[src/rtl/core/alsu_pkg.sv]
// ---------------------------------------------------------------------------
// Antialiased line stepper package
// Shared types, codes and the arctangent cone table.
// ---------------------------------------------------------------------------
package alsu_pkg;

   localparam int SRC_BITS  = 13;
   localparam int CSR_ABITS = 5;
   localparam int CSR_DBITS = 32;

   localparam logic OP_START = 1'b0;
   localparam logic OP_STEP  = 1'b1;

   typedef enum logic [2:0] {
      REG_ROW_PITCH     = 3'd0,
      REG_ACTIVE_X      = 3'd1,
      REG_ACTIVE_Y      = 3'd2,
      REG_SOURCE_ENABLE = 3'd3,
      REG_SOURCE_XSHIFT = 3'd4,
      REG_SOURCE_YSHIFT = 3'd5,
      REG_SOURCE_WIDTH  = 3'd6,
      REG_SOURCE_HEIGHT = 3'd7
   } reg_index_type;

   typedef struct packed {
      logic [12:0]        row_pitch;
      logic [11:0]        active_x_offset;
      logic [11:0]        active_y_offset;
      logic               source_enable;
      logic signed [11:0] source_x_shift;
      logic signed [11:0] source_y_shift;
      logic [12:0]        source_width;
      logic [12:0]        source_height;
   } cfg_type;

   typedef enum logic [2:0] {
      ST_IDLE,
      ST_DIVIDE,
      ST_LEVEL,
      ST_SPLIT,
      ST_EMIT
   } state_type;

   typedef struct packed {
      logic load_line;
      logic div_step;
      logic level;
      logic split;
      logic emit;
   } cmd_type;

   typedef struct packed {
      logic steps_zero;
      logic div_last;
      logic out_free;
   } status_type;

   typedef logic [7:0] cone_rom_type [256];

   localparam real CONE_SCALE  = 128.0 / $atan(2.0);
   localparam real CONE_RECIP  = 0.015625;

   function automatic logic [7:0] cone_entry(input int k);
      int  m;
      int  f;
      real r;
      m = 127 - k;
      r = CONE_SCALE * $atan(((m < 0) ? -m : m) * CONE_RECIP);
      f = $rtoi(r);
      if (f > 127) begin
         f = 127;
      end
      return (m >= 0) ? 8'(128 - f) : 8'(128 + f);
   endfunction

   function automatic cone_rom_type build_cone();
      cone_rom_type t;
      for (int k = 0; k < 256; k++) begin
         t[k] = cone_entry(k);
      end
      return t;
   endfunction

   localparam cone_rom_type CONE_ROM = build_cone();

endpackage

[src/rtl/core/alsu_if.sv]
// ---------------------------------------------------------------------------
// Antialiased line stepper channels
// Request and result channels with valid and ready.
// ---------------------------------------------------------------------------
interface alsu_req_if #(parameter int COORD_BITS = 12);
   logic                         valid;
   logic                         ready;
   logic                         operation;
   logic signed [COORD_BITS-1:0] start_x;
   logic signed [COORD_BITS-1:0] start_y;
   logic signed [COORD_BITS-1:0] end_x;
   logic signed [COORD_BITS-1:0] end_y;
   logic [15:0]                  line_color;

   modport source (output valid, operation, start_x, start_y, end_x, end_y, line_color,
                   input ready);
   modport sink (input valid, operation, start_x, start_y, end_x, end_y, line_color,
                 output ready);
endinterface

interface alsu_rsp_if #(parameter int ADDRESS_BITS = 22);
   logic                      valid;
   logic                      ready;
   logic [ADDRESS_BITS-1:0]   center_address;
   logic [7:0]                center_level;
   logic [ADDRESS_BITS-1:0]   plus_address;
   logic [7:0]                plus_level;
   logic [ADDRESS_BITS-1:0]   minus_address;
   logic [7:0]                minus_level;
   logic [15:0]               pixel_color;
   logic signed [12:0]        source_x;
   logic signed [12:0]        source_y;
   logic                      source_valid;
   logic                      last_step;

   modport source (output valid, center_address, center_level, plus_address, plus_level,
                   minus_address, minus_level, pixel_color, source_x, source_y,
                   source_valid, last_step, input ready);
   modport sink (input valid, center_address, center_level, plus_address, plus_level,
                 minus_address, minus_level, pixel_color, source_x, source_y,
                 source_valid, last_step, output ready);
endinterface

[src/rtl/core/alsu_csr.sv]
// ---------------------------------------------------------------------------
// Antialiased line stepper registers
// Configuration register file behind a simple APB-style port.
// ---------------------------------------------------------------------------
module alsu_csr
   import alsu_pkg::*;
(
   input  logic                 clock,
   input  logic                 reset,
   input  logic                 psel,
   input  logic                 penable,
   input  logic                 pwrite,
   input  logic [CSR_ABITS-1:0] paddr,
   input  logic [CSR_DBITS-1:0] pwdata,
   output logic [CSR_DBITS-1:0] prdata,
   output logic                 pready,
   output cfg_type              cfg
);

   cfg_type       cfg_ff;
   reg_index_type idx;
   logic          wr;

   assign idx    = reg_index_type'(paddr[CSR_ABITS-1:2]);
   assign wr     = psel && penable && pwrite;
   assign pready = 1'b1;
   assign cfg    = cfg_ff;

   always_ff @(posedge clock) begin
      if (reset) begin
         cfg_ff           <= '0;
         cfg_ff.row_pitch <= 13'd320;
      end else if (wr) begin
         case (idx)
            REG_ROW_PITCH:     cfg_ff.row_pitch       <= pwdata[12:0];
            REG_ACTIVE_X:      cfg_ff.active_x_offset <= pwdata[11:0];
            REG_ACTIVE_Y:      cfg_ff.active_y_offset <= pwdata[11:0];
            REG_SOURCE_ENABLE: cfg_ff.source_enable   <= pwdata[0];
            REG_SOURCE_XSHIFT: cfg_ff.source_x_shift  <= pwdata[11:0];
            REG_SOURCE_YSHIFT: cfg_ff.source_y_shift  <= pwdata[11:0];
            REG_SOURCE_WIDTH:  cfg_ff.source_width    <= pwdata[12:0];
            REG_SOURCE_HEIGHT: cfg_ff.source_height   <= pwdata[12:0];
            default: ;
         endcase
      end
   end

   always_comb begin
      case (idx)
         REG_ROW_PITCH:     prdata = CSR_DBITS'(cfg_ff.row_pitch);
         REG_ACTIVE_X:      prdata = CSR_DBITS'(cfg_ff.active_x_offset);
         REG_ACTIVE_Y:      prdata = CSR_DBITS'(cfg_ff.active_y_offset);
         REG_SOURCE_ENABLE: prdata = CSR_DBITS'(cfg_ff.source_enable);
         REG_SOURCE_XSHIFT: prdata = CSR_DBITS'($unsigned(cfg_ff.source_x_shift));
         REG_SOURCE_YSHIFT: prdata = CSR_DBITS'($unsigned(cfg_ff.source_y_shift));
         REG_SOURCE_WIDTH:  prdata = CSR_DBITS'(cfg_ff.source_width);
         REG_SOURCE_HEIGHT: prdata = CSR_DBITS'(cfg_ff.source_height);
         default:           prdata = '0;
      endcase
   end

endmodule

[src/rtl/core/alsu_ctrl.sv]
// ---------------------------------------------------------------------------
// Antialiased line stepper controller
// Sequences line set-up, slope division and the three step stages.
// ---------------------------------------------------------------------------
module alsu_ctrl
   import alsu_pkg::*;
(
   input  logic       clock,
   input  logic       reset,
   input  logic       in_valid,
   input  logic       in_operation,
   output logic       in_ready,
   input  status_type status,
   output cmd_type    cmd
);

   state_type state_ff;
   state_type state_in;

   always_ff @(posedge clock) begin
      if (reset) begin
         state_ff <= ST_IDLE;
      end else begin
         state_ff <= state_in;
      end
   end

   always_comb begin
      state_in = state_ff;
      cmd      = '0;
      in_ready = 1'b0;
      case (state_ff)
         ST_IDLE: begin
            in_ready = 1'b1;
            if (in_valid) begin
               if (in_operation == OP_START) begin
                  cmd.load_line = 1'b1;
                  state_in      = ST_DIVIDE;
               end else if (!status.steps_zero) begin
                  state_in = ST_LEVEL;
               end
            end
         end
         ST_DIVIDE: begin
            cmd.div_step = 1'b1;
            if (status.div_last) begin
               state_in = ST_IDLE;
            end
         end
         ST_LEVEL: begin
            cmd.level = 1'b1;
            state_in  = ST_SPLIT;
         end
         ST_SPLIT: begin
            cmd.split = 1'b1;
            state_in  = ST_EMIT;
         end
         ST_EMIT: begin
            if (status.out_free) begin
               cmd.emit = 1'b1;
               state_in = ST_IDLE;
            end
         end
         default: state_in = ST_IDLE;
      endcase
   end

endmodule

[src/rtl/core/alsu_dp.sv]
// ---------------------------------------------------------------------------
// Antialiased line stepper datapath
// Line set-up, serial slope divider, stepping state and pixel levels.
// ---------------------------------------------------------------------------
module alsu_dp
   import alsu_pkg::*;
#(
   parameter int FRACTION_BITS = 24,
   parameter int ADDRESS_BITS  = 22,
   parameter int COORD_BITS    = 12
) (
   input  logic                         clock,
   input  logic                         reset,
   input  cmd_type                      cmd,
   output status_type                   status,
   input  cfg_type                      cfg,
   input  logic signed [COORD_BITS-1:0] start_x,
   input  logic signed [COORD_BITS-1:0] start_y,
   input  logic signed [COORD_BITS-1:0] end_x,
   input  logic signed [COORD_BITS-1:0] end_y,
   input  logic [15:0]                  line_color,
   alsu_rsp_if.source                   rsp
);

   localparam int F    = FRACTION_BITS;
   localparam int A    = ADDRESS_BITS;
   localparam int CW   = COORD_BITS + 1;
   localparam int MW   = COORD_BITS + 1;
   localparam int RW   = MW + 1;
   localparam int BW   = (COORD_BITS > 12) ? COORD_BITS : 12;
   localparam int XW   = BW + 2;
   localparam int SW   = BW + 1;
   localparam int PW   = XW + 14;
   localparam int QW   = F + 1;
   localparam int AW   = F + 2;
   localparam int LS   = F - 8;
   localparam int VW   = AW - LS;
   localparam int CNTW = $clog2(F);
   localparam logic signed [AW-1:0] FRAC_ONE = {2'b01, {F{1'b0}}};

   // Line set-up
   logic signed [CW-1:0] dx, dy;
   logic [MW-1:0]        adx, ady, num, den;
   logic                 x_major, maj_neg, min_neg, qint;
   logic signed [13:0]   pitch_s, step_one, step_pitch, maj_unit, min_unit;
   logic signed [XW-1:0] xs, ys;
   logic signed [PW-1:0] prod;

   always_comb begin
      dx       = CW'(end_x) - CW'(start_x);
      dy       = CW'(end_y) - CW'(start_y);
      adx      = dx[CW-1] ? MW'(-dx) : MW'(dx);
      ady      = dy[CW-1] ? MW'(-dy) : MW'(dy);
      x_major  = adx > ady;
      num      = x_major ? ady : adx;
      den      = x_major ? adx : ady;
      maj_neg  = x_major ? dx[CW-1] : dy[CW-1];
      min_neg  = x_major ? dy[CW-1] : dx[CW-1];
      qint     = (den != '0) && (num >= den);
      pitch_s  = $signed({1'b0, cfg.row_pitch});
      step_one = 14'sd1;
      step_pitch = pitch_s;
      maj_unit = maj_neg ? -step_one : step_one;
      min_unit = min_neg ? -step_one : step_one;
      xs       = XW'(start_x) + XW'($signed({1'b0, cfg.active_x_offset}));
      ys       = XW'(start_y) + XW'($signed({1'b0, cfg.active_y_offset}));
      prod     = ys * pitch_s;
   end

   // Line state
   logic [A-1:0]          addr_ff, major_ff, minor_ff, side_ff;
   logic signed [AW-1:0]  acc_ff;
   logic [QW-1:0]         quot_ff;
   logic [RW-1:0]         rem_ff;
   logic [MW-1:0]         den_ff;
   logic                  div_zero_ff, neg_ff, x_major_ff, maj_neg_ff, min_neg_ff;
   logic [CNTW-1:0]       cnt_ff;
   logic [MW-1:0]         steps_ff;
   logic signed [SRC_BITS-1:0] sx_ff, sy_ff;
   logic [15:0]           color_ff;

   // Divider iteration
   logic [RW-1:0] rem2;
   logic          qbit;

   assign rem2 = {rem_ff[RW-2:0], 1'b0};
   assign qbit = !div_zero_ff && (rem2 >= RW'(den_ff));

   // Step update
   logic signed [AW-1:0] slope, sum, acc_in, acc_abs;
   logic                 carry_up, carry_dn, carry;
   logic signed [SRC_BITS-1:0] dmaj, dmin;
   logic [VW-1:0]        mag;
   logic [7:0]           mag8, center, lrem, sp;
   logic signed [VW-1:0] qv;
   logic [VW-1:0]        qoff;
   logic                 src_ok;

   always_comb begin
      slope = AW'(quot_ff);
      if (neg_ff) begin
         slope = -slope;
      end
      sum      = acc_ff + slope;
      carry_up = sum >= FRAC_ONE;
      carry_dn = sum <= -FRAC_ONE;
      carry    = carry_up || carry_dn;
      acc_in   = carry_up ? sum - FRAC_ONE : (carry_dn ? sum + FRAC_ONE : sum);
      dmaj     = maj_neg_ff ? -SRC_BITS'(1) : SRC_BITS'(1);
      dmin     = carry ? (min_neg_ff ? -SRC_BITS'(1) : SRC_BITS'(1)) : '0;
      acc_abs  = acc_ff[AW-1] ? -acc_ff : acc_ff;
      mag      = VW'(acc_abs >>> LS);
      mag8     = (mag > VW'(255)) ? 8'd255 : mag[7:0];
      center   = 8'((16'(8'd255 - mag8) * 16'd229) >> 8);
      lrem     = 8'd255 - center;
      qv       = VW'(acc_ff >>> LS);
      if (qv < -VW'(256)) begin
         qv = -VW'(256);
      end else if (qv > VW'(255)) begin
         qv = VW'(255);
      end
      qoff     = VW'(qv + VW'(256));
      sp       = qoff[8:1];
      src_ok   = cfg.source_enable && !sx_ff[SRC_BITS-1] && !sy_ff[SRC_BITS-1] &&
                 ($unsigned(sx_ff) < cfg.source_width) &&
                 ($unsigned(sy_ff) < cfg.source_height);
   end

   always_ff @(posedge clock) begin
      if (reset) begin
         steps_ff <= '0;
         acc_ff   <= '0;
         quot_ff  <= '0;
         cnt_ff   <= '0;
      end else if (cmd.load_line) begin
         steps_ff    <= x_major ? adx : ady;
         acc_ff      <= '0;
         quot_ff     <= QW'(qint);
         rem_ff      <= qint ? RW'(num - den) : RW'(num);
         den_ff      <= den;
         div_zero_ff <= den == '0;
         neg_ff      <= dx[CW-1] ^ dy[CW-1];
         cnt_ff      <= '0;
         x_major_ff  <= x_major;
         maj_neg_ff  <= maj_neg;
         min_neg_ff  <= min_neg;
         major_ff    <= x_major ? A'(maj_unit) : A'(maj_neg ? -step_pitch : step_pitch);
         side_ff     <= x_major ? A'(maj_neg ? -step_pitch : step_pitch) : A'(maj_unit);
         minor_ff    <= x_major ? A'(min_neg ? -step_pitch : step_pitch) : A'(min_unit);
         addr_ff     <= A'(PW'(xs) + prod);
         sx_ff       <= SRC_BITS'(SW'(start_x) - SW'(cfg.source_x_shift));
         sy_ff       <= SRC_BITS'(SW'(start_y) - SW'(cfg.source_y_shift));
         color_ff    <= line_color;
      end else if (cmd.div_step) begin
         rem_ff  <= qbit ? rem2 - RW'(den_ff) : rem2;
         quot_ff <= {quot_ff[QW-2:0], qbit};
         cnt_ff  <= cnt_ff + CNTW'(1);
      end else if (cmd.level) begin
         acc_ff   <= acc_in;
         addr_ff  <= addr_ff + (carry ? minor_ff : '0) + major_ff;
         sx_ff    <= sx_ff + (x_major_ff ? dmaj : dmin);
         sy_ff    <= sy_ff + (x_major_ff ? dmin : dmaj);
         steps_ff <= steps_ff - MW'(1);
      end
   end

   // Step stages and result register
   logic [A-1:0]  snap_addr_ff, snap_plus_ff, snap_minus_ff;
   logic signed [SRC_BITS-1:0] snap_sx_ff, snap_sy_ff;
   logic          snap_valid_ff, snap_last_ff;
   logic [7:0]    center_ff, lrem_ff, sp_ff, right_ff, left_ff;
   logic          out_valid_ff;

   always_ff @(posedge clock) begin
      if (cmd.level) begin
         snap_addr_ff  <= addr_ff;
         snap_plus_ff  <= addr_ff + side_ff;
         snap_minus_ff <= addr_ff - side_ff;
         snap_sx_ff    <= sx_ff;
         snap_sy_ff    <= sy_ff;
         snap_valid_ff <= src_ok;
         snap_last_ff  <= steps_ff == MW'(1);
         center_ff     <= center;
         lrem_ff       <= lrem;
         sp_ff         <= sp;
      end
      if (cmd.split) begin
         right_ff <= 8'((16'(lrem_ff) * 16'(sp_ff)) >> 8);
         left_ff  <= 8'((16'(lrem_ff) * 16'(8'd255 - sp_ff)) >> 8);
      end
      if (cmd.emit) begin
         rsp.center_address <= snap_addr_ff;
         rsp.center_level   <= center_ff;
         rsp.plus_address   <= snap_plus_ff;
         rsp.plus_level     <= CONE_ROM[right_ff];
         rsp.minus_address  <= snap_minus_ff;
         rsp.minus_level    <= CONE_ROM[left_ff];
         rsp.pixel_color    <= color_ff;
         rsp.source_x       <= snap_sx_ff;
         rsp.source_y       <= snap_sy_ff;
         rsp.source_valid   <= snap_valid_ff;
         rsp.last_step      <= snap_last_ff;
      end
   end

   always_ff @(posedge clock) begin
      if (reset) begin
         out_valid_ff <= 1'b0;
      end else if (cmd.emit) begin
         out_valid_ff <= 1'b1;
      end else if (rsp.ready) begin
         out_valid_ff <= 1'b0;
      end
   end

   assign rsp.valid         = out_valid_ff;
   assign status.steps_zero = steps_ff == '0;
   assign status.div_last   = cnt_ff == CNTW'(F - 1);
   assign status.out_free   = !out_valid_ff || rsp.ready;

endmodule

[src/rtl/core/antialiased_line_stepper_unit.sv]
// ---------------------------------------------------------------------------
// Antialiased line stepper
// Walks a line and gives a centre pixel and two side pixels per step item.
//
//   channel  direction  carries
//   req      in         start item (endpoints, colour) or step item
//   rsp      out        pixel triple, source coordinates, last-step flag
//   csr      in         APB-style register writes and reads
//
// A start item loads the line and then runs the serial slope divider.
// A step item runs through the level, split and cone table stages in order.
// A step with no steps left is accepted and gives no result.
// The result register lets the next item start while a result is stalled.
// Reset is synchronous and clears the line to zero steps.
// ---------------------------------------------------------------------------
module antialiased_line_stepper_unit
   import alsu_pkg::*;
#(
   parameter int FRACTION_BITS = 24,
   parameter int ADDRESS_BITS  = 22,
   parameter int COORD_BITS    = 12
) (
   input  logic                 clock,
   input  logic                 reset,
   alsu_req_if.sink             req,
   alsu_rsp_if.source           rsp,
   input  logic                 csr_psel,
   input  logic                 csr_penable,
   input  logic                 csr_pwrite,
   input  logic [CSR_ABITS-1:0] csr_paddr,
   input  logic [CSR_DBITS-1:0] csr_pwdata,
   output logic [CSR_DBITS-1:0] csr_prdata,
   output logic                 csr_pready
);

   cfg_type    cfg;
   cmd_type    cmd;
   status_type status;

   alsu_csr u_csr (
      .clock   (clock),
      .reset   (reset),
      .psel    (csr_psel),
      .penable (csr_penable),
      .pwrite  (csr_pwrite),
      .paddr   (csr_paddr),
      .pwdata  (csr_pwdata),
      .prdata  (csr_prdata),
      .pready  (csr_pready),
      .cfg     (cfg)
   );

   alsu_ctrl u_ctrl (
      .clock        (clock),
      .reset        (reset),
      .in_valid     (req.valid),
      .in_operation (req.operation),
      .in_ready     (req.ready),
      .status       (status),
      .cmd          (cmd)
   );

   alsu_dp #(
      .FRACTION_BITS (FRACTION_BITS),
      .ADDRESS_BITS  (ADDRESS_BITS),
      .COORD_BITS    (COORD_BITS)
   ) u_dp (
      .clock      (clock),
      .reset      (reset),
      .cmd        (cmd),
      .status     (status),
      .cfg        (cfg),
      .start_x    (req.start_x),
      .start_y    (req.start_y),
      .end_x      (req.end_x),
      .end_y      (req.end_y),
      .line_color (req.line_color),
      .rsp        (rsp)
   );

endmodule

[src/flat_wrapper.sv]
// flat-port wrapper written by rule: the top's interface ports become plain ports
module antialiased_line_stepper_unit_flat import alsu_pkg::*;
#(
   parameter int FRACTION_BITS = 24,
   parameter int ADDRESS_BITS  = 22,
   parameter int COORD_BITS    = 12
)
  (clock, reset, csr_psel, csr_penable, csr_pwrite, csr_paddr, csr_pwdata, csr_prdata, csr_pready, req_valid, req_operation, req_start_x, req_start_y, req_end_x, req_end_y, req_line_color, req_ready, rsp_valid, rsp_center_address, rsp_center_level, rsp_plus_address, rsp_plus_level, rsp_minus_address, rsp_minus_level, rsp_pixel_color, rsp_source_x, rsp_source_y, rsp_source_valid, rsp_last_step, rsp_ready);
  alsu_req_if #(.COORD_BITS(COORD_BITS)) req_i ();
  alsu_rsp_if #(.ADDRESS_BITS(ADDRESS_BITS)) rsp_i ();
  input  logic clock;
  input  logic reset;
  input  logic csr_psel;
  input  logic csr_penable;
  input  logic csr_pwrite;
  input  logic [CSR_ABITS-1:0] csr_paddr;
  input  logic [CSR_DBITS-1:0] csr_pwdata;
  output logic [CSR_DBITS-1:0] csr_prdata;
  output logic csr_pready;
  input wire logic [$bits(req_i.valid)-1:0] req_valid;
  input wire logic [$bits(req_i.operation)-1:0] req_operation;
  input wire logic [$bits(req_i.start_x)-1:0] req_start_x;
  input wire logic [$bits(req_i.start_y)-1:0] req_start_y;
  input wire logic [$bits(req_i.end_x)-1:0] req_end_x;
  input wire logic [$bits(req_i.end_y)-1:0] req_end_y;
  input wire logic [$bits(req_i.line_color)-1:0] req_line_color;
  output wire logic [$bits(req_i.ready)-1:0] req_ready;
  output wire logic [$bits(rsp_i.valid)-1:0] rsp_valid;
  output wire logic [$bits(rsp_i.center_address)-1:0] rsp_center_address;
  output wire logic [$bits(rsp_i.center_level)-1:0] rsp_center_level;
  output wire logic [$bits(rsp_i.plus_address)-1:0] rsp_plus_address;
  output wire logic [$bits(rsp_i.plus_level)-1:0] rsp_plus_level;
  output wire logic [$bits(rsp_i.minus_address)-1:0] rsp_minus_address;
  output wire logic [$bits(rsp_i.minus_level)-1:0] rsp_minus_level;
  output wire logic [$bits(rsp_i.pixel_color)-1:0] rsp_pixel_color;
  output wire logic [$bits(rsp_i.source_x)-1:0] rsp_source_x;
  output wire logic [$bits(rsp_i.source_y)-1:0] rsp_source_y;
  output wire logic [$bits(rsp_i.source_valid)-1:0] rsp_source_valid;
  output wire logic [$bits(rsp_i.last_step)-1:0] rsp_last_step;
  input wire logic [$bits(rsp_i.ready)-1:0] rsp_ready;
  assign req_i.valid = req_valid;
  assign req_i.operation = req_operation;
  assign req_i.start_x = req_start_x;
  assign req_i.start_y = req_start_y;
  assign req_i.end_x = req_end_x;
  assign req_i.end_y = req_end_y;
  assign req_i.line_color = req_line_color;
  assign req_ready = req_i.ready;
  assign rsp_valid = rsp_i.valid;
  assign rsp_center_address = rsp_i.center_address;
  assign rsp_center_level = rsp_i.center_level;
  assign rsp_plus_address = rsp_i.plus_address;
  assign rsp_plus_level = rsp_i.plus_level;
  assign rsp_minus_address = rsp_i.minus_address;
  assign rsp_minus_level = rsp_i.minus_level;
  assign rsp_pixel_color = rsp_i.pixel_color;
  assign rsp_source_x = rsp_i.source_x;
  assign rsp_source_y = rsp_i.source_y;
  assign rsp_source_valid = rsp_i.source_valid;
  assign rsp_last_step = rsp_i.last_step;
  assign rsp_i.ready = rsp_ready;
  antialiased_line_stepper_unit #(.FRACTION_BITS(FRACTION_BITS), .ADDRESS_BITS(ADDRESS_BITS), .COORD_BITS(COORD_BITS)) u_core (.clock(clock), .reset(reset), .req(req_i), .rsp(rsp_i), .csr_psel(csr_psel), .csr_penable(csr_penable), .csr_pwrite(csr_pwrite), .csr_paddr(csr_paddr), .csr_pwdata(csr_pwdata), .csr_prdata(csr_prdata), .csr_pready(csr_pready));
endmodule
[config.mk]
export PLATFORM = sky130hd
export DESIGN_NAME = antialiased_line_stepper_unit_flat
export DESIGN_NICKNAME = d
export VERILOG_FILES = /design/src/rtl/core/alsu_pkg.sv /design/src/rtl/core/alsu_if.sv /design/src/rtl/core/alsu_csr.sv /design/src/rtl/core/alsu_ctrl.sv /design/src/rtl/core/alsu_dp.sv /design/src/rtl/core/antialiased_line_stepper_unit.sv /design/src/flat_wrapper.sv
export SDC_FILE = /design/constraint.sdc
export NUM_CORES = 2
export LEC_CHECK = 0
export BUFFER_PORTS_ARGS = -buffer_cell sky130_fd_sc_hd__buf_2
export CORE_MARGIN = 1
export CORE_UTILIZATION = 25
export DETAILED_ROUTE_END_ITERATION = 8
export SLEW_MARGIN = 20
export SYNTH_ARGS = -nofsm -noshare
export SYNTH_HDL_FRONTEND = slang
export SYNTH_HIERARCHICAL = 1
export SYNTH_SLANG_ARGS = --single-unit
[constraint.sdc]
create_clock -name clock -period 18.4 [get_ports clock]
set_input_delay 2.76 -clock clock [delete_from_list [all_inputs] [get_ports clock]]
set_output_delay 2.76 -clock clock [all_outputs]
set_load 0.01 [all_outputs]
# ---- Word level (Yosys, flattened, before mapping)
# Memories as Yosys holds them, arrays and structs flattened. A register that Yosys moved wholly into a read port is not among the register bits.
# Index checks and enable logic that the tools add are counted.
dict set report classes {
  addsub 29
  mul 4
  n_lt_le_gt_ge 10
  eq_ne 18
  n_mux 62
  n_bitwise 5
  reduce_logical 37
}
# operator n
set op_table {}
lappend op_table {{$mux W13} 22}
lappend op_table {{$pmux W32 S8} 1}
lappend op_table {{$mux W22} 9}
lappend op_table {{$mux W26} 4}
lappend op_table {{$add A22 B22 Y22} 3}
lappend op_table {{$sub A12 B12 Y13} 4}
lappend op_table {{$add A12 B13 Y14} 2}
lappend op_table {{$mux W14} 2}
lappend op_table {{$add A13 B13 Y13} 2}
lappend op_table {{$add A26 B26 Y26} 1}
lappend op_table {{$add A26 B26 Y26 const B} 1}
lappend op_table {{$ge A26 B26 Y1 const B} 1}
lappend op_table {{$le A26 B25 Y1 const B} 1}
lappend op_table {{$logic_not A13 Y1} 2}
lappend op_table {{$lt A13 B13 Y1} 2}
lappend op_table {{$neg A13 Y13} 2}
lappend op_table {{$neg A25 Y26} 1}
lappend op_table {{$neg A26 Y26} 1}
lappend op_table {{$sub A13 B13 Y13} 2}
lappend op_table {{$sub A26 B26 Y26 const B} 1}
lappend op_table {{$reduce_and A2 Y1} 12}
lappend op_table {{$add A14 B22 Y22} 1}
lappend op_table {{$mul A14 B14 Y22} 1}
lappend op_table {{$neg A13 Y22} 1}
lappend op_table {{40 further kinds} 86}
dict set report word_totals {
  reg_bits 574
  rom_bits 4096
  inputBits 109
  output_inout_bits 169
  elab_cells 217
  n_memories 2
}
# name words width read_ports rd_ports_with_merged_regs wr line_no
set mem_list {}
lappend mem_list {{(no name shown)} 256 8 1 1 0 alsu_dp.sv:197} ;# rsp.minus_level <= CONE_ROM[left_ff];
lappend mem_list {{(no name shown)} 256 8 1 1 0 alsu_dp.sv:195} ;# rsp.plus_level <= CONE_ROM[right_ff];

# ---- Logic depth before layout (Yosys ltp)
dict set report depth {
  word_depth 11
  ltp_mapped 46
  ltp_nobuf 45
}

# ---- Cells and area by module
# The synthesis kept the hierarchy.
# mod instances cells_each area_each_um2 seq_area_each_um2
set modules_own_cells {}
lappend modules_own_cells {alsu_dp 1 4675 44422.6 14103.5}
lappend modules_own_cells {alsu_csr 1 435 4419.2 1761.7}
lappend modules_own_cells {alsu_ctrl 1 20 193.9 60.1}

# ---- Worst setup path before layout
# Ideal clock, no wire load.
dict set report synth_timing {
  kind {flip-flop to flip-flop}
  from {register u_core.u_ctrl.state_ff[1]}
  to {register u_core.u_dp.addr_ff[0], enable pin}
  t_arrival_ns 11.447
  t_required_ns 17.930
  slack_ns 6.484
  path_stages_with_launch 8
  n_path_buf 3
  period_less_slack_ns 11.916
  path_cell_list {dfxtp_1 buf_6 inv_1 nor3_1 nand2b_1 clkbuf_1 clkbuf_1 a21oi_1}
}
# element line_no
set synth_lines {}
lappend synth_lines {{from (decl)} alsu_ctrl.sv:17} ;# state_type state_ff;
lappend synth_lines {{from (signal assigned)} alsu_ctrl.sv:24} ;# state_ff <= state_in;
lappend synth_lines {{to (signal assigned)} alsu_dp.sv:150} ;# addr_ff <= A'(PW'(xs) + prod);
lappend synth_lines {{to (signal assigned)} alsu_dp.sv:160} ;# addr_ff <= addr_ff + (carry ? minor_ff : '0) + major_ff;
lappend synth_lines {{to (decl)} alsu_dp.sv:71} ;# logic [A-1:0] addr_ff, major_ff, minor_ff, side_ff;

# ---- Worst setup path in the final report
dict set report layout_timing {
  from {register u_core.u_dp.quot_ff[0]}
  to {register u_core.u_dp.addr_ff[21] (data pin)}
}
dict set report layout_between {
  elab_chain_len 11
}
# element line_no
set layout_rtl {}
lappend layout_rtl {{from (decl)} alsu_dp.sv:73} ;# logic [QW-1:0] quot_ff;
lappend layout_rtl {{from (signal assigned)} alsu_dp.sv:138} ;# quot_ff <= QW'(qint);
lappend layout_rtl {{from (signal assigned)} alsu_dp.sv:156} ;# quot_ff <= {quot_ff[QW-2:0], qbit};
lappend layout_rtl {{$neg A25 Y26} alsu_dp.sv:102} ;# slope = -slope;
lappend layout_rtl {{$mux W26 *} alsu_dp.sv:101} ;# if (neg_ff) begin
lappend layout_rtl {{$add A26 B26 Y26 *} alsu_dp.sv:104} ;# sum = acc_ff + slope;
lappend layout_rtl {{$ge A26 B26 Y1 or $le A26 B25 Y1 (tied branches)} {alsu_dp.sv:105, alsu_dp.sv:106}}
lappend layout_rtl {{$logic_or A1 B1 Y1 *} alsu_dp.sv:107} ;# carry = carry_up || carry_dn;
lappend layout_rtl {{$mux W22 *} alsu_dp.sv:160}
lappend layout_rtl {{$add A22 B22 Y22 * (2 in a row)} alsu_dp.sv:160}
lappend layout_rtl {{$mux W22 *} alsu_dp.sv:158} ;# end else if (cmd.level) begin
lappend layout_rtl {{$mux W22 *} alsu_dp.sv:154} ;# end else if (cmd.div_step) begin
lappend layout_rtl {{$mux W22 *} alsu_dp.sv:135} ;# end else if (cmd.load_line) begin
# Every way passes the cells marked *; elsewhere a longest branch is shown, timed or not. The select of a mux whose other input is x is not followed.
# A chain may end at the register's enable or synchronous reset.

==> results by group <==
Outcome
  – Status: complete, no violations

Routing
  – First DRT Iteration DRCs: about 2,800
  – Final WL: around 140,000 microns
  – Avg WL per Cell: between 15 and 20 microns
  – Vias/cell: around 4.7
  – DRC Markers: 0
  – TritonRoute pass-1 iters: 5
  – Antenna Nets Post-Route: 0
  – Vias: between 30,000 and 40,000

Clock tree
  – Clock root buffer: clkbuf_16
  – CTS tree: yes
  – H-tree depth: 3
  – Clk Latency, worst-skew pair: roughly 0.69 ns
  – Setup Buffers After CTS: 0
  – Clk buf depth: 3
  – CTS clock-pin slew for the worst setup and hold paths: roughly 0.060 ns
  – Clock buffer count from CTS: 70
  – Resized Gates After CTS: 0
  – Hold Buf Count CTS: 0
  – Clk sink count: roughly 580

Synthesis
  – Cells after synthesis: 5,130
  – #FFs+latches synth: about 600
  – EDFF count, synth: 423
  – Ranking of synthesized cells by area: edfxtp_1 (26%), fa_1 (11%), ha_1 (11%)
  – Most frequent cells after synthesis: inv_1 (574), ha_1 (434), nand2_1 (430), edfxtp_1 (423), a21oi_1 (305)
  – Synth Flop Type: edfxtp_1
  – Mapped cell area: ~50,000 sq um
  – Yosys top cell area share: 0.2590
  – Largest area contributor in the netlist: edfxtp_1
  – Seq/Total Area, Yosys: 0.3248
  – Ys Warns: 6
  – Avg Cell Area, Syn: 9.559 sq um
  – Async set-reset flop share out of synthesis: 0
  – Post-synth cell types: 114
  – Most frequent cell after synthesis: inv_1

Worst hold path
  – Hold WC Path Type: register to register

Placed design
  – RD Place Congestion: between 0.8 and 0.9
  – IO buf count: 236
  – DP Cell Count: ~7,800
  – Pre-CTS setup slack: between 7 and 8 ns
  – Post-DP HPWL: between 100,000 and 150,000 microns

STA
  – Final worst path period need: about 11 ns
  – Worst slew pin tran: around 1.1 ns
  – Final hold violations: 0
  – Final setup fails: 0
  – RSZ-0062 raised after global routing: no
  – Slew Viols, Final: 0
  – Fmax: about 87 MHz
  – Post-Route Setup TNS: 0 ns
  – Clock skew: roughly 0.034 ns
  – Fin worst setup slack: 6.939 ns
  – Max_slew headroom: 0.2569
  – Final worst-path cycle share: 0.6229

Global routing
  – Largest net degree at the start of global routing: 94
  – First-pass GRT wire length: 209,600 microns
  – Antenna violations before repair: 25
  – Gr ovfl total: 0
  – Vias in the first global route: approximately 37,000
  – Gr usage total: 0.1345

Power
  – Power Density: roughly 140 nW/um^2
  – LEAKAGE: ~23 nW
  – Max VDD drop: ~0.12 mV

Layout
  – P&R area growth vs syn: 12.71%
  – Layout cells sized above 1: 0.09039
  – Final instance count without filler cells: 7,918
  – Layout Nets: ~6,000

Job
  – Maxcap violations: 0

Setup path
  – CP endpoint kind: register
  – Crit Path Max Fanout: 28
  – Crit path required time: roughly 19 ns
  – Crit path kind: register to register
  – Startpoint types: register
  – Critical path's slowest cell: a2111oi_0
  – WP data arrival: 11.87 ns
  – Slowest stage delay, CP: roughly 0.62 ns
  – Cell mode on critical path: xnor2_1

Floorplanning
  – Die width: 444.9 microns
  – Starting Density: 0.2517
  – I/O pins: around 280
  – CORE AREA: 194,800 sq um
  – Die H: about 440 microns
  – DIE AREA: 197,900 sq um
  – Num rows: roughly 160
[layer usage]
metal | track usage | part of all wire | vias up | wire length, microns
li1 | - | - | 17830 | -
met1 | 0.1681 | 0.43 | 18020 | 58890
met2 | 0.2268 | 0.47 | 931 | 64500
met3 | 0.02341 | 0.053 | 236 | 7252
met4 | 0.05698 | 0.040 | 24 | 5463
met5 | 0 | 0.0010 | - | 142
[power by group]
part | internal [W] | leakage, nW | switching [W] | total, W
combinational | 0.00173 | 16.6 | 0.00243 | 0.00416
clock | 0.000861 | 1.18 | 0.000622 | 0.00148
sequential | 0.00182 | 5.15 | 0.000145 | 0.00196
[path summary, 6_finish.rpt]
check	from	to	slack, ns	cells past startpoint
hold reg to reg	u_core/u_dp/snap_plus_ff[12]$_DFFE_PP_	u_core/u_dp/rsp.plus_address[12]$_DFFE_PP_	0.40	0
setup / recovery	u_core/u_dp/quot_ff[0]$_SDFFE_PP0N_	u_core/u_dp/addr_ff[21]$_DFFE_PP_	6.94	44
setup reg to reg	u_core/u_dp/quot_ff[0]$_SDFFE_PP0N_	u_core/u_dp/addr_ff[21]$_DFFE_PP_	6.94	44
hold / removal	u_core/u_dp/snap_plus_ff[12]$_DFFE_PP_	u_core/u_dp/rsp.plus_address[12]$_DFFE_PP_	0.40	0
[state kept, by name (all words and copies together) (netlist names), 22 cells and up]
name and flops:
u_core/u_csr/cfg 88, u_core/u_dp/acc_ff 26, u_core/u_dp/quot_ff 25, u_core/u_dp/addr_ff 22, u_core/u_dp/rsp.center_address 22, u_core/u_dp/rsp.plus_address 22, u_core/u_dp/snap_addr_ff 22, u_core/u_dp/snap_plus_ff 22
[kinds of logic after synthesis]
| family | after synthesis | share of synthesized area |
|---|---|---|
| buffers and inverters | 838 | 0.06772 |
| AOI/OAI and AO/OA | 1034 | 0.1371 |
| and+or+nand+nor | 1480 | 0.1507 |
| xor gates and xnor gates | 297 | 0.05389 |
| muxes | 174 | 0.03922 |
| adders and majority gates | 721 | 0.2265 |
| other | 2 | 0.0001532 |
| DFF | 584 | 0.3248 |
[cells in the final DEF, fill, tap and decap left out, types with 86 or more instances in the layout]
cell type / count
xor2_1: 93
nand2b_1: 183
edfxtp_1: 423
xnor2_1: 198
nor2b_1: 104
a21oi_1: 304
dfxtp_1: 161
nor3_1: 86
buf_2: 235
inv_1: 571
nor2_1: 293
nand2_1: 430
fa_1: 280
ha_1: 434
and2_1: 138
mux2i_1: 142
o21ai_0: 225
[layout make-up]
| cell class | count | area (sq um) |
|---|---|---|
| well taps | 2624 | 3283 |
| fillers | 20300 | 139500 |
| multi-input cells | 3726 | 29940 |
| repair buffers | 274 | 1469 |
| flip-flops and latches | 584 | 15930 |
| diodes | 6 | 15.01 |
| clock inverters | 44 | 633.1 |
| clock buffers | 84 | 1836 |
| inverters | 576 | 2165 |
[worst max-delay path, delay by kind of cell (launching register included)]
kind | cells | cell delay (ns)
compound gates | 14 | 3.51
xor+xnor | 4 | 0.76
fa+ha+maj | 5 | 1.74
buf+inv | 2 | 0.36
flops | 1 | 0.33
mux | 1 | 0.09
simple gates | 18 | 4.38
[through the flow]
step	util	hold slack (ns)	instance area, sq um	power [W]
after floorplan	-	0.4003	49100	0.005167
after global placement	0.2709	0.4009	52770	0.006085
after detailed placement	0.2709	0.4045	52780	0.006162
after CTS	0.2836	0.4046	55250	0.007706
after global routing	0.2837	0.4097	55270	0.008306
final	0.2837	0.3999	55270	0.007605
Power figures use the tool's default switching activity.
